--- src/hdl/tfr_pkg.sv ---
`default_nettype none
package tfr_pkg;

  // Pattern selection codes held in the mode register
  localparam logic [2:0] MODE_DIGITS = 3'd0;
  localparam logic [2:0] MODE_IDENT  = 3'd1;
  localparam logic [2:0] MODE_IPV4   = 3'd2;
  localparam logic [2:0] MODE_DATE   = 3'd3;
  localparam logic [2:0] MODE_FLIGHT = 3'd4;

  localparam int unsigned ModeWidth = 3;

  // Pattern limits
  localparam logic [9:0] OCTET_MAX    = 10'd255;
  localparam logic [2:0] OCTET_DIGITS = 3'd3;
  localparam logic [3:0] DATE_LEN     = 4'd10;
  localparam logic [3:0] DATE_DASH_A  = 4'd4;
  localparam logic [3:0] DATE_DASH_B  = 4'd7;
  localparam logic [7:0] CHAR_DOT     = 8'h2e;
  localparam logic [7:0] CHAR_DASH    = 8'h2d;

  // Per-token progress carried from one character to the next
  typedef struct packed {
    logic [3:0] char_position;
    logic [2:0] run_length;
    logic [9:0] octet_value;
    logic [2:0] group_count;
    logic       in_digit_phase;
    logic       failed;
  } tok_state_t;

  localparam tok_state_t TOK_CLEAR = '{
    char_position:  4'd0,
    run_length:     3'd0,
    octet_value:    10'd0,
    group_count:    3'd0,
    in_digit_phase: 1'b0,
    failed:         1'b0
  };

endpackage
`default_nettype wire

--- src/hdl/tfr_step.sv ---
`default_nettype none
module tfr_step #(
  parameter int unsigned ModeWidth = tfr_pkg::ModeWidth
) (
  input  wire logic [ModeWidth-1:0] mode_i,
  input  wire tfr_pkg::tok_state_t  tok_i,
  input  wire logic [7:0]           char_code_i,
  output tfr_pkg::tok_state_t       tok_o,
  output logic                      matched_o
);

  logic       is_dig;
  logic       is_up;
  logic       is_alp;
  logic [3:0] digit;
  logic [13:0] oct_acc;
  logic [2:0] run_inc;

  // Classify the character
  assign is_dig = (char_code_i >= 8'h30) && (char_code_i <= 8'h39);
  assign is_up  = (char_code_i >= 8'h41) && (char_code_i <= 8'h5a);
  assign is_alp = is_up || ((char_code_i >= 8'h61) && (char_code_i <= 8'h7a));
  assign digit  = 4'(char_code_i - 8'h30);

  // Octet accumulate and saturating run count
  assign oct_acc = {4'd0, tok_i.octet_value} * 14'd10 + {10'd0, digit};
  assign run_inc = (tok_i.run_length == 3'd7) ? 3'd7 : tok_i.run_length + 3'd1;

  // Advance the token state by one character
  always_comb begin
    tok_o = tok_i;
    if (tok_i.char_position != 4'd15) begin
      tok_o.char_position = tok_i.char_position + 4'd1;
    end
    case (mode_i)
      tfr_pkg::MODE_DIGITS: begin
        if (!is_dig) tok_o.failed = 1'b1;
      end
      tfr_pkg::MODE_IDENT: begin
        if (tok_i.char_position == 4'd0) begin
          if (!is_alp) tok_o.failed = 1'b1;
        end else if (!(is_alp || is_dig)) begin
          tok_o.failed = 1'b1;
        end
      end
      tfr_pkg::MODE_IPV4: begin
        if (is_dig) begin
          if (tok_i.run_length >= tfr_pkg::OCTET_DIGITS) begin
            tok_o.failed = 1'b1;
          end else begin
            tok_o.octet_value = (oct_acc > 14'd1023) ? 10'd1023 : oct_acc[9:0];
          end
          tok_o.run_length = run_inc;
        end else if (char_code_i == tfr_pkg::CHAR_DOT) begin
          if ((tok_i.run_length == 3'd0) || (tok_i.octet_value > tfr_pkg::OCTET_MAX) ||
              (tok_i.group_count >= 3'd3)) begin
            tok_o.failed = 1'b1;
          end
          if (tok_i.group_count != 3'd7) tok_o.group_count = tok_i.group_count + 3'd1;
          tok_o.run_length  = 3'd0;
          tok_o.octet_value = 10'd0;
        end else begin
          tok_o.failed = 1'b1;
        end
      end
      tfr_pkg::MODE_DATE: begin
        if (tok_i.char_position >= tfr_pkg::DATE_LEN) begin
          tok_o.failed = 1'b1;
        end else if ((tok_i.char_position == tfr_pkg::DATE_DASH_A) ||
                     (tok_i.char_position == tfr_pkg::DATE_DASH_B)) begin
          if (char_code_i != tfr_pkg::CHAR_DASH) tok_o.failed = 1'b1;
        end else if (!is_dig) begin
          tok_o.failed = 1'b1;
        end
      end
      tfr_pkg::MODE_FLIGHT: begin
        if (is_up) begin
          if (tok_i.in_digit_phase || (run_inc > 3'd3)) tok_o.failed = 1'b1;
          tok_o.run_length = run_inc;
        end else if (is_dig) begin
          if (!tok_i.in_digit_phase) begin
            if ((tok_i.run_length < 3'd2) || (tok_i.run_length > 3'd3)) tok_o.failed = 1'b1;
            tok_o.in_digit_phase = 1'b1;
            tok_o.run_length     = 3'd1;
          end else begin
            if (run_inc > 3'd4) tok_o.failed = 1'b1;
            tok_o.run_length = run_inc;
          end
        end else begin
          tok_o.failed = 1'b1;
        end
      end
      default: begin
        tok_o.failed = 1'b1;
      end
    endcase
  end

  // Judge the token as it stands after this character
  always_comb begin
    matched_o = 1'b0;
    case (mode_i)
      tfr_pkg::MODE_DIGITS, tfr_pkg::MODE_IDENT: begin
        matched_o = 1'b1;
      end
      tfr_pkg::MODE_IPV4: begin
        matched_o = (tok_o.run_length != 3'd0) && (tok_o.octet_value <= tfr_pkg::OCTET_MAX) &&
                    (tok_o.group_count == 3'd3);
      end
      tfr_pkg::MODE_DATE: begin
        matched_o = (tok_o.char_position == tfr_pkg::DATE_LEN);
      end
      tfr_pkg::MODE_FLIGHT: begin
        matched_o = tok_o.in_digit_phase && (tok_o.run_length >= 3'd2) &&
                    (tok_o.run_length <= 3'd4);
      end
      default: begin
        matched_o = 1'b0;
      end
    endcase
    if (tok_o.failed) matched_o = 1'b0;
  end

endmodule
`default_nettype wire

--- src/hdl/token_format_recognizer_core.sv ---
`default_nettype none
// Streaming token checker: one character per request, one match/no-match result when the
// request marked last arrives. Each character is captured in an input register and the
// token state advances through one pass of character logic in the next cycle, so a new
// character is taken every cycle while no last character waits; a result is written to
// the output register as its last character is processed and held there while stalled.
// A last character waits in the input register while a stalled result fills the output
// register, which holds off the next request.
// A request flagged as having no character is dropped unless it is last, in which case
// it yields no-match. Writing the mode register selects the pattern (0 digits,
// 1 identifier, 2 dotted IPv4, 3 date dddd-dd-dd, 4 flight code; others never match)
// and starts a new token; write it only while the block is idle.
module token_format_recognizer_core #(
  parameter int unsigned ModeWidth = tfr_pkg::ModeWidth
) (
  input  wire logic                 clk_i,
  input  wire logic                 rst_ni,
  input  wire logic                 cfg_we_i,
  input  wire logic [ModeWidth-1:0] cfg_wdata_i,
  input  wire logic                 in_valid_i,
  output logic                      in_stall_o,
  input  wire logic [7:0]           char_code_i,
  input  wire logic                 last_char_i,
  input  wire logic                 no_char_i,
  output logic                      out_valid_o,
  input  wire logic                 out_stall_i,
  output logic                      matched_o
);

  logic [ModeWidth-1:0] mode_q;
  tfr_pkg::tok_state_t  tok_q, tok_d, tok_step;
  logic                 step_match;
  logic                 in_valid_q;
  logic [7:0]           char_q;
  logic                 last_q;
  logic                 none_q;
  logic                 out_valid_q;
  logic                 matched_q;
  logic                 out_free;
  logic                 proc;
  logic                 in_take;

  tfr_step #(
    .ModeWidth (ModeWidth)
  ) u_step (
    .mode_i      (mode_q),
    .tok_i       (tok_q),
    .char_code_i (char_q),
    .tok_o       (tok_step),
    .matched_o   (step_match)
  );

  // Handshake: a last character needs room in the output register
  assign out_free   = !out_valid_q || !out_stall_i;
  assign proc       = in_valid_q && (!last_q || out_free);
  assign in_stall_o = in_valid_q && !proc;
  assign in_take    = in_valid_i && !in_stall_o;

  // Next token state: clear on mode write and at end of token
  always_comb begin
    tok_d = tok_q;
    if (cfg_we_i) begin
      tok_d = tfr_pkg::TOK_CLEAR;
    end else if (proc) begin
      if (last_q) begin
        tok_d = tfr_pkg::TOK_CLEAR;
      end else if (!none_q) begin
        tok_d = tok_step;
      end
    end
  end

  // Control and state registers
  always_ff @(posedge clk_i or negedge rst_ni) begin
    if (!rst_ni) begin
      mode_q      <= '0;
      tok_q       <= tfr_pkg::TOK_CLEAR;
      in_valid_q  <= 1'b0;
      out_valid_q <= 1'b0;
    end else begin
      if (cfg_we_i) mode_q <= cfg_wdata_i;
      tok_q <= tok_d;
      if (in_take) begin
        in_valid_q <= 1'b1;
      end else if (proc) begin
        in_valid_q <= 1'b0;
      end
      if (proc && last_q) begin
        out_valid_q <= 1'b1;
      end else if (!out_stall_i) begin
        out_valid_q <= 1'b0;
      end
    end
  end

  // Payload registers: capture the request, hold the result
  always_ff @(posedge clk_i) begin
    if (in_take) begin
      char_q <= char_code_i;
      last_q <= last_char_i;
      none_q <= no_char_i;
    end
    if (proc && last_q) begin
      matched_q <= !none_q && step_match;
    end
  end

  assign out_valid_o = out_valid_q;
  assign matched_o   = matched_q;

endmodule
`default_nettype wire

--- config.mk ---
export PLATFORM = sky130hd
export DESIGN_NAME = token_format_recognizer_core
export DESIGN_NICKNAME = d
export VERILOG_FILES = /design/src/hdl/tfr_pkg.sv /design/src/hdl/tfr_step.sv /design/src/hdl/token_format_recognizer_core.sv
export SDC_FILE = /design/constraint.sdc
export NUM_CORES = 1
export LEC_CHECK = 0
export BUFFER_PORTS_ARGS = -buffer_cell sky130_fd_sc_hd__buf_2
export CAP_MARGIN = 5
export CORE_ASPECT_RATIO = 0.6
export CORE_UTILIZATION = 35
export DETAILED_ROUTE_END_ITERATION = 10
export GPL_ROUTABILITY_DRIVEN = 0
export PLACE_DENSITY = 0.54
export SETUP_SLACK_MARGIN = 0.4
export SYNTH_ARGS = -nofsm -noshare
export SYNTH_HDL_FRONTEND = slang
export SYNTH_HIERARCHICAL = 1
export SYNTH_SLANG_ARGS = --single-unit
--- constraint.sdc ---
create_clock -name clk_i -period 3 [get_ports clk_i]
set_input_delay 0.6 -clock clk_i [delete_from_list [all_inputs] [get_ports clk_i]]
set_output_delay 0.6 -clock clk_i [all_outputs]
set_load 0.02 [all_outputs]
==> summary.txt, run 1 <==
Run status
  – Outcome: finished with violations
  – Violated checks: setup timing

Timing
  – Final setup TNS: -0.212 ns
  – Layout Skew: slightly below 0.007 ns
  – Least-Margin Pin Slew: approximately 0.9 ns
  – Slew HR: about 40%
  – RSZ-0062 raised after global routing: true
  – Final number of max-transition violations: 0
  – # setup viols final: 4
  – Maximum clock frequency: around 0.32 GHz
  – Worst Hold Slack: ~0.34 ns
  – Final min period: about 3.1 ns
  – Tcrit/Tclk final: 103%
  – Final WS setup: -0.0997 ns
  – Fin. Hold Viols: 0

Logic synthesis
  – Synth top cells by count: dfrtp_1, ha_1, nand2_1, nor2_1, a22o_1
  – Synth warn: 6
  – Sequential element share of the synthesized area: 32.0%
  – Count leader, synth: dfrtp_1
  – Leading area contributor after synthesis: dfrtp_1
  – Flops & latches, synth: 38
  – Ys async rst share: a little under three quarters
  – Post-Syn Nets: between 300 and 400
  – Syn Area/Cell: about 9.3 µm²
  – Synth Instances: between 300 and 400
  – EDFF count, synth: 11
  – Synth top area share: roughly 21%
  – Most used DFF post-synth: dfrtp_1
  – Top cells by area, synth: dfrtp_1, edfxtp_1, ha_1, a22o_1, nand2_1
  – Mapped cell area: between 0.003 and 0.004 mm²
  – Yosys cell types: 74

Worst hold path
  – Worst Hold Class: in -> async

Clock tree
  – CTS clock-pin slew for the worst setup and hold paths: about 0.06 ns
  – Root Driver: clkbuf_16
  – CTS buffer count: 5
  – Post-CTS Hold Buffers: 0
  – Clk_lat worst skew: around 0.29 ns
  – Htree depth: 2
  – CTS max path bufs: 2
  – CTS tree: done
  – CTS sink count: 38

Floorplan
  – Initial core utilization: between 30% and 40%
  – Die extent in y: around 75 µm
  – DIE AREA: roughly 0.0094 mm²
  – I/O pin count: 21
  – # rows: 26
  – Core Region: between 0.008 and 0.009 mm²
  – Die X: between 100 and 150 µm

Placed design
  – PortBufs: 20
  – DP HPWL: roughly 6400 µm
  – Inst Count DP: a little under 500

Global routing
  – Gr ovfl total: 0
  – Global-route wire length before repair: around 14000 µm
  – Vias in the first global route: 2549
  – Initial antenna violation count: 0
  – Tot GR Track Use: around a fifth
  – Largest net degree at the start of global routing: 28

Routing
  – Detail Route Antenna Nets: 0
  – DR DRC count: 0
  – Drt via density: 5.55
  – Routed WL: between 8000 and 9000 µm
  – Pre-Repair DR Iteration Count: 5
  – Initial drt markers: between 200 and 250
  – Via count: between 2k and 3k
  – Wire per inst: 16.6 µm

Power
  – Switching Fraction: roughly a quarter
  – Sw power: 324 µW
  – Worst vdd ir: approximately 0.26 mV
  – Power, Total: roughly 1300 µW
  – Leakage: 0.00179 µW
  – Combinational Power Share: a little under an eighth
  – P_int: 940 µW
  – Clk network pwr share: between 40% and 50%
  – Reg power frac: around 46%
  – Power Density: approximately 310 mW/mm²

Setup path
  – WP data arrival: 3.13 ns
  – Worst Setup Path Type: reg -> reg
  – Reg2Reg Depth: 11
  – Crit-path max FO: 5
  – Startpoint Class: register
  – Crit end category: register
  – Worst EP required: 3.03 ns

Layout
  – # nets final: between 400 and 500
  – Fraction of layout instances using a drive strength above 1: a little under a third
  – Cell Count, Final, Fillers Out: 516
  – P&R area growth vs syn: 29.3%
  – Diodes inserted: 0

Job
  – Max-cap viol count: 0
## timing repair
item                       in CTS  in global routing
setup endpoints to repair      11                 12
pin swaps                      20                  8
gates resized for setup        19                 12
setup buffers                   9                  4
cloned                          0                  0
## power by group through the flow
stage                     logic, µW  registers, µW  clock network, µW
after global routing            157            579                592
after detailed placement        141            585                  0
after floorplan                91.8            579                  0
final                           144            576                545
after global placement          141            584                  0
after CTS                       142            575                561
## sequential cells by signal, summed over array words and instances, names as in the netlist
name         flops
char_q           8
tok_q           22
mode_q           3
none_q           1
out_valid_o      1
matched_o        1
in_valid_q       1
last_q           1
## logic make-up (layout without fill, tap and decap cells)
family          count (synthesis)  in the layout  share of synthesized area, %
compound gates                108            108                          25.4
xor+xnor                       11             11                          3.06
fa+ha+maj                      28             28                          11.6
buf+inv                        25             90                          3.98
flops                          38             38                          32.0
mux                             8              8                          2.74
simple gates                  121            121                          21.2
## through the flow
stage / setup WS (ns) / utilization (%) / cell area, µm²
global route: -0.234 / 47.2 / 4070
detailed placement: -0.234 / 42.1 / 3630
global placement: -0.198 / 42.1 / 3630
floorplan: -0.0158 / - / 3200
CTS: -0.137 / 46.0 / 3960
finish: -0.0997 / 47.2 / 4070
## critical path: stages, from the launching register on
cell,delay (ns)
dfrtp_1,0.45
buf_4,0.18
ha_1,0.29
ha_1,0.34
o21a_1,0.24
a221oi_2,0.30
nand3_1,0.13
mux2_4,0.35
a31o_4,0.23
o211ai_1,0.11
a21oi_1,0.10
nor2b_1,0.13
## final timing paths
check,start,end,slack [ns]
min in group clk_i,char_code_i[4],char_q[4],0.48
max in group asynchronous,rst_ni,tok_q[5],2.18
hold / removal,rst_ni,tok_q[11],0.34
hold reg to reg,out_valid_o,out_valid_o,0.52
setup reg to reg,tok_q[10],matched_o,-0.1
setup / recovery,tok_q[10],matched_o,-0.1
## area by class of cell
class | count | area [µm²]
multi-input combinational | 276 | 2240
clock inverter | 2 | 12.5
sequential | 38 | 1010
inverter | 13 | 48.8
clock buffer | 6 | 139
tap | 112 | 140
fill | 784 | 4550
timing repair buffer | 69 | 479
## cell usage in the layout (no fill, tap or decap), types with 5 or more instances in the layout
cell,instances
ha_4,5
nor3_1,10
a21oi_1,18
nand3_1,9
o21ai_1,6
buf_2,20
o21ai_0,11
and3_1,6
nor2b_1,7
edfxtp_1,11
nand2_1,24
dfrtp_1,26
a22o_1,20
inv_1,10
a31oi_1,6
clkbuf_16,5
buf_4,46
ha_1,21
nor2_1,23
xnor2_1,8
## metal layers
metal	global-route usage [%]	routed length, µm	vias up
li1	-	-	1415
met1	30.7	5000	1376
met2	24.6	3120	72
met3	3.93	427	2
met4	2.01	8	0
met5	0	0	-
No activity file was read; power rests on OpenSTA's default activity.
==> inputs of run 2 (changes only) <==
CELL_PAD_IN_SITES_DETAIL_PLACEMENT = 1   (was unset)
CELL_PAD_IN_SITES_GLOBAL_PLACEMENT = 1   (was unset)
PLACE_DENSITY = 0.66   (was 0.54)
==> summary.txt, run 2 (same netlist as run 1, synthesis figures left out) <==
Timing
  – Slew HR: 40.1% (was 40.2%)
  – Layout Skew: 0.00832 ns (was 0.00690 ns)
  – Maximum clock frequency: 0.314 GHz (was 0.323 GHz)
  – # setup viols final: 5 (was 4)
  – Fin. Hold Viols: 0 (unchanged)
  – Tcrit/Tclk final: 106% (was 103%)
  – Final min period: 3.19 ns (was 3.10 ns)
  – Least-Margin Pin Slew: 0.899 ns (was 0.897 ns)
  – Final number of max-transition violations: 0 (unchanged)
  – Final WS setup: -0.190 ns (was -0.0997 ns)
  – RSZ-0062 raised after global routing: true (unchanged)

Run status
  – Violated checks: setup timing (unchanged)
  – Outcome: finished with violations (unchanged)

Floorplan
  – Initial core utilization: 36.5% (unchanged)
  – DIE AREA: 0.00938 mm² (unchanged)
  – Die X: 124 µm (unchanged)
  – Core Region: 0.00862 mm² (unchanged)
  – # rows: 26 (unchanged)
  – Die extent in y: 75.4 µm (unchanged)
  – I/O pin count: 21 (unchanged)

Global routing
  – Tot GR Track Use: 21.6% (was 18.7%)
  – Vias in the first global route: 2858 (was 2549)
  – Largest net degree at the start of global routing: 28 (unchanged)
  – Initial antenna violation count: 0 (unchanged)
  – Global-route wire length before repair: 15400 µm (was 13500 µm)
  – Gr ovfl total: 0 (unchanged)

Layout
  – Fraction of layout instances using a drive strength above 1: 33.6% (was 30.9%)
  – Commonest non-fill, non-tap cell in the layout: buf_4 (unchanged)
  – Area of the multi-input gates: 0.00227 mm² (was 0.00224 mm²)
  – Reg with most FFs: tok_q (unchanged)
  – Largest regs: tok_q: 22 flops, char_q: 8 flops, mode_q: 3 flops (unchanged)
  – Number of flip-flops under the largest register name: 22 (unchanged)
  – P&R area growth vs syn: 32.4% (was 29.3%)
  – Most frequent cells in the layout: buf_4, dfrtp_1, nand2_1 (unchanged)
  – Fill cells: 985 (was 784)
  – Diodes inserted: 0 (unchanged)
  – Seq. cell area: 0.00101 mm² (about the same)
  – Fin area: 0.00416 mm² (was 0.00407 mm²)
  – # nets final: 453 (was 449)

Clock tree
  – CTS tree: done (unchanged)
  – Root Driver: clkbuf_16 (unchanged)
  – CTS sink count: 38 (unchanged)
  – CTS clock-pin slew for the worst setup and hold paths: 0.07 ns (was 0.06 ns)
  – Htree depth: 2 (unchanged)
  – CTS max path bufs: 2 (unchanged)
  – Clk_lat worst skew: 0.29 ns (about the same)
  – CTS buffer count: 5 (unchanged)
  – Post-CTS Hold Buffers: 0 (unchanged)

Routing
  – Initial drt markers: 170 (was 223)
  – Pre-Repair DR Iteration Count: 4 (was 5)
  – Wire per inst: 19.2 µm (was 16.6 µm)
  – Routed WL: 9980 µm (was 8560 µm)
  – Detail Route Antenna Nets: 0 (unchanged)
  – DR DRC count: 0 (unchanged)
  – Via count: 2936 (was 2865)
  – Drt via density: 5.65 (was 5.55)

Power
  – Leakage: 0.00184 µW (was 0.00179 µW)
  – Worst vdd ir: 0.281 mV (was 0.260 mV)
  – Power Density: 345 mW/mm² (was 311 mW/mm²)

Placed design
  – PortBufs: 20 (unchanged)
  – Placed Area: 0.00366 mm² (was 0.00363 mm²)
  – DP HPWL: 7480 µm (was 6370 µm)
  – Pre-CTS WS: -0.293 ns (was -0.234 ns)

Worst hold path
  – Worst Hold Class: in -> async (unchanged)

Setup path
  – Crit-path max FO: 4 (was 5)
  – Worst Setup Path Type: reg -> reg (unchanged)
  – Crit end category: register (unchanged)
  – Worst EP required: 3.04 ns (was 3.03 ns)
  – Startpoint Class: register (unchanged)
  – WP data arrival: 3.23 ns (was 3.13 ns)

Job
  – Max-cap viol count: 0 (unchanged)
[run 2: cell types whose count changed in the layout (fill, tap and decap cells not counted), sizes merged]
cell	delta
buf	+4
bufinv	+2
clkbuf	-1
clkinvlp	-1
[run 2: critical path, cell delays in order, from the launching register on]
cell and delay [ns]:
dfrtp_1 0.43, ha_4 0.29, ha_4 0.12, inv_2 0.04
fa_2 0.41, nor2b_4 0.17, o211ai_1 0.16, a211oi_2 0.32
nor2_1 0.09, mux2_4 0.31, a31o_4 0.24, o211ai_1 0.10
a21oi_1 0.11, nor2b_2 0.16
[run 2: worst paths after layout]
| kind | start | endpoint | slack, ns | cells after the start |
|---|---|---|---|---|
| worst max register to register | tok_q[8] | matched_o | -0.19 | 13 |
| worst min-delay path | rst_ni | tok_q[12] | 0.35 | 1 |
| min in group clk_i | char_code_i[7] | char_q[7] | 0.48 | 1 |
| max in group asynchronous | rst_ni | tok_q[1] | 2.19 | 1 |
| worst max-delay path | tok_q[8] | matched_o | -0.19 | 13 |
| worst min register to register | out_valid_o | out_valid_o | 0.53 | 2 |
[run 2: stage by stage]
step / total power (µW) / util, % / setup TNS, ns / hold slack (ns) / cells
6_report: 1440 / 48.3 / -0.636 / 0.351 / 520
4_1_cts: 1460 / 47.3 / -0.508 / 0.383 / 517
2_1_floorplan: 671 / - / -0.0158 / 0.304 / 339
3_5_place_dp: 731 / 42.5 / -1.94 / 0.523 / 499
3_3_place_gp: 727 / 42.5 / -1.38 / 0.500 / 499
5_1_grt: 1490 / 48.3 / -1.82 / 0.415 / 520
[run 2: timing repair]
item	in CTS	in global routing
pin swaps	13	7
gates resized for setup	23	15
setup endpoints to repair	12	12
buffers inserted	10	3
[run 2: cell type report]
cell class / instances / area share, %
inverter: 13 / 1.17
sequential: 38 / 24.2
tap: 112 / 3.37
multi-input combinational: 276 / 54.4
timing repair buffer: 73 / 12.2
clock buffer: 5 / 3.00
clock inverter: 3 / 1.65
[run 2: metal layers]
layer | GRT usage [%] | up-vias | wire length [µm] | share of wire, %
met2 | 31.9 | 51 | 4020 | 40
met1 | 33.2 | 1448 | 5530 | 55
li1 | - | 1432 | - | -
met3 | 3.79 | 5 | 383 | 3.8
met4 | 3.21 | 0 | 47 | 0.47
met5 | 0 | - | 0 | 0
[run 2: report_power, final]
| group | switching, µW | internal (µW) |
|---|---|---|
| clock | 233 | 478 |
| sequential | 24.0 | 553 |
| combinational | 90.5 | 59.7 |
| total | 348 | 1090 |
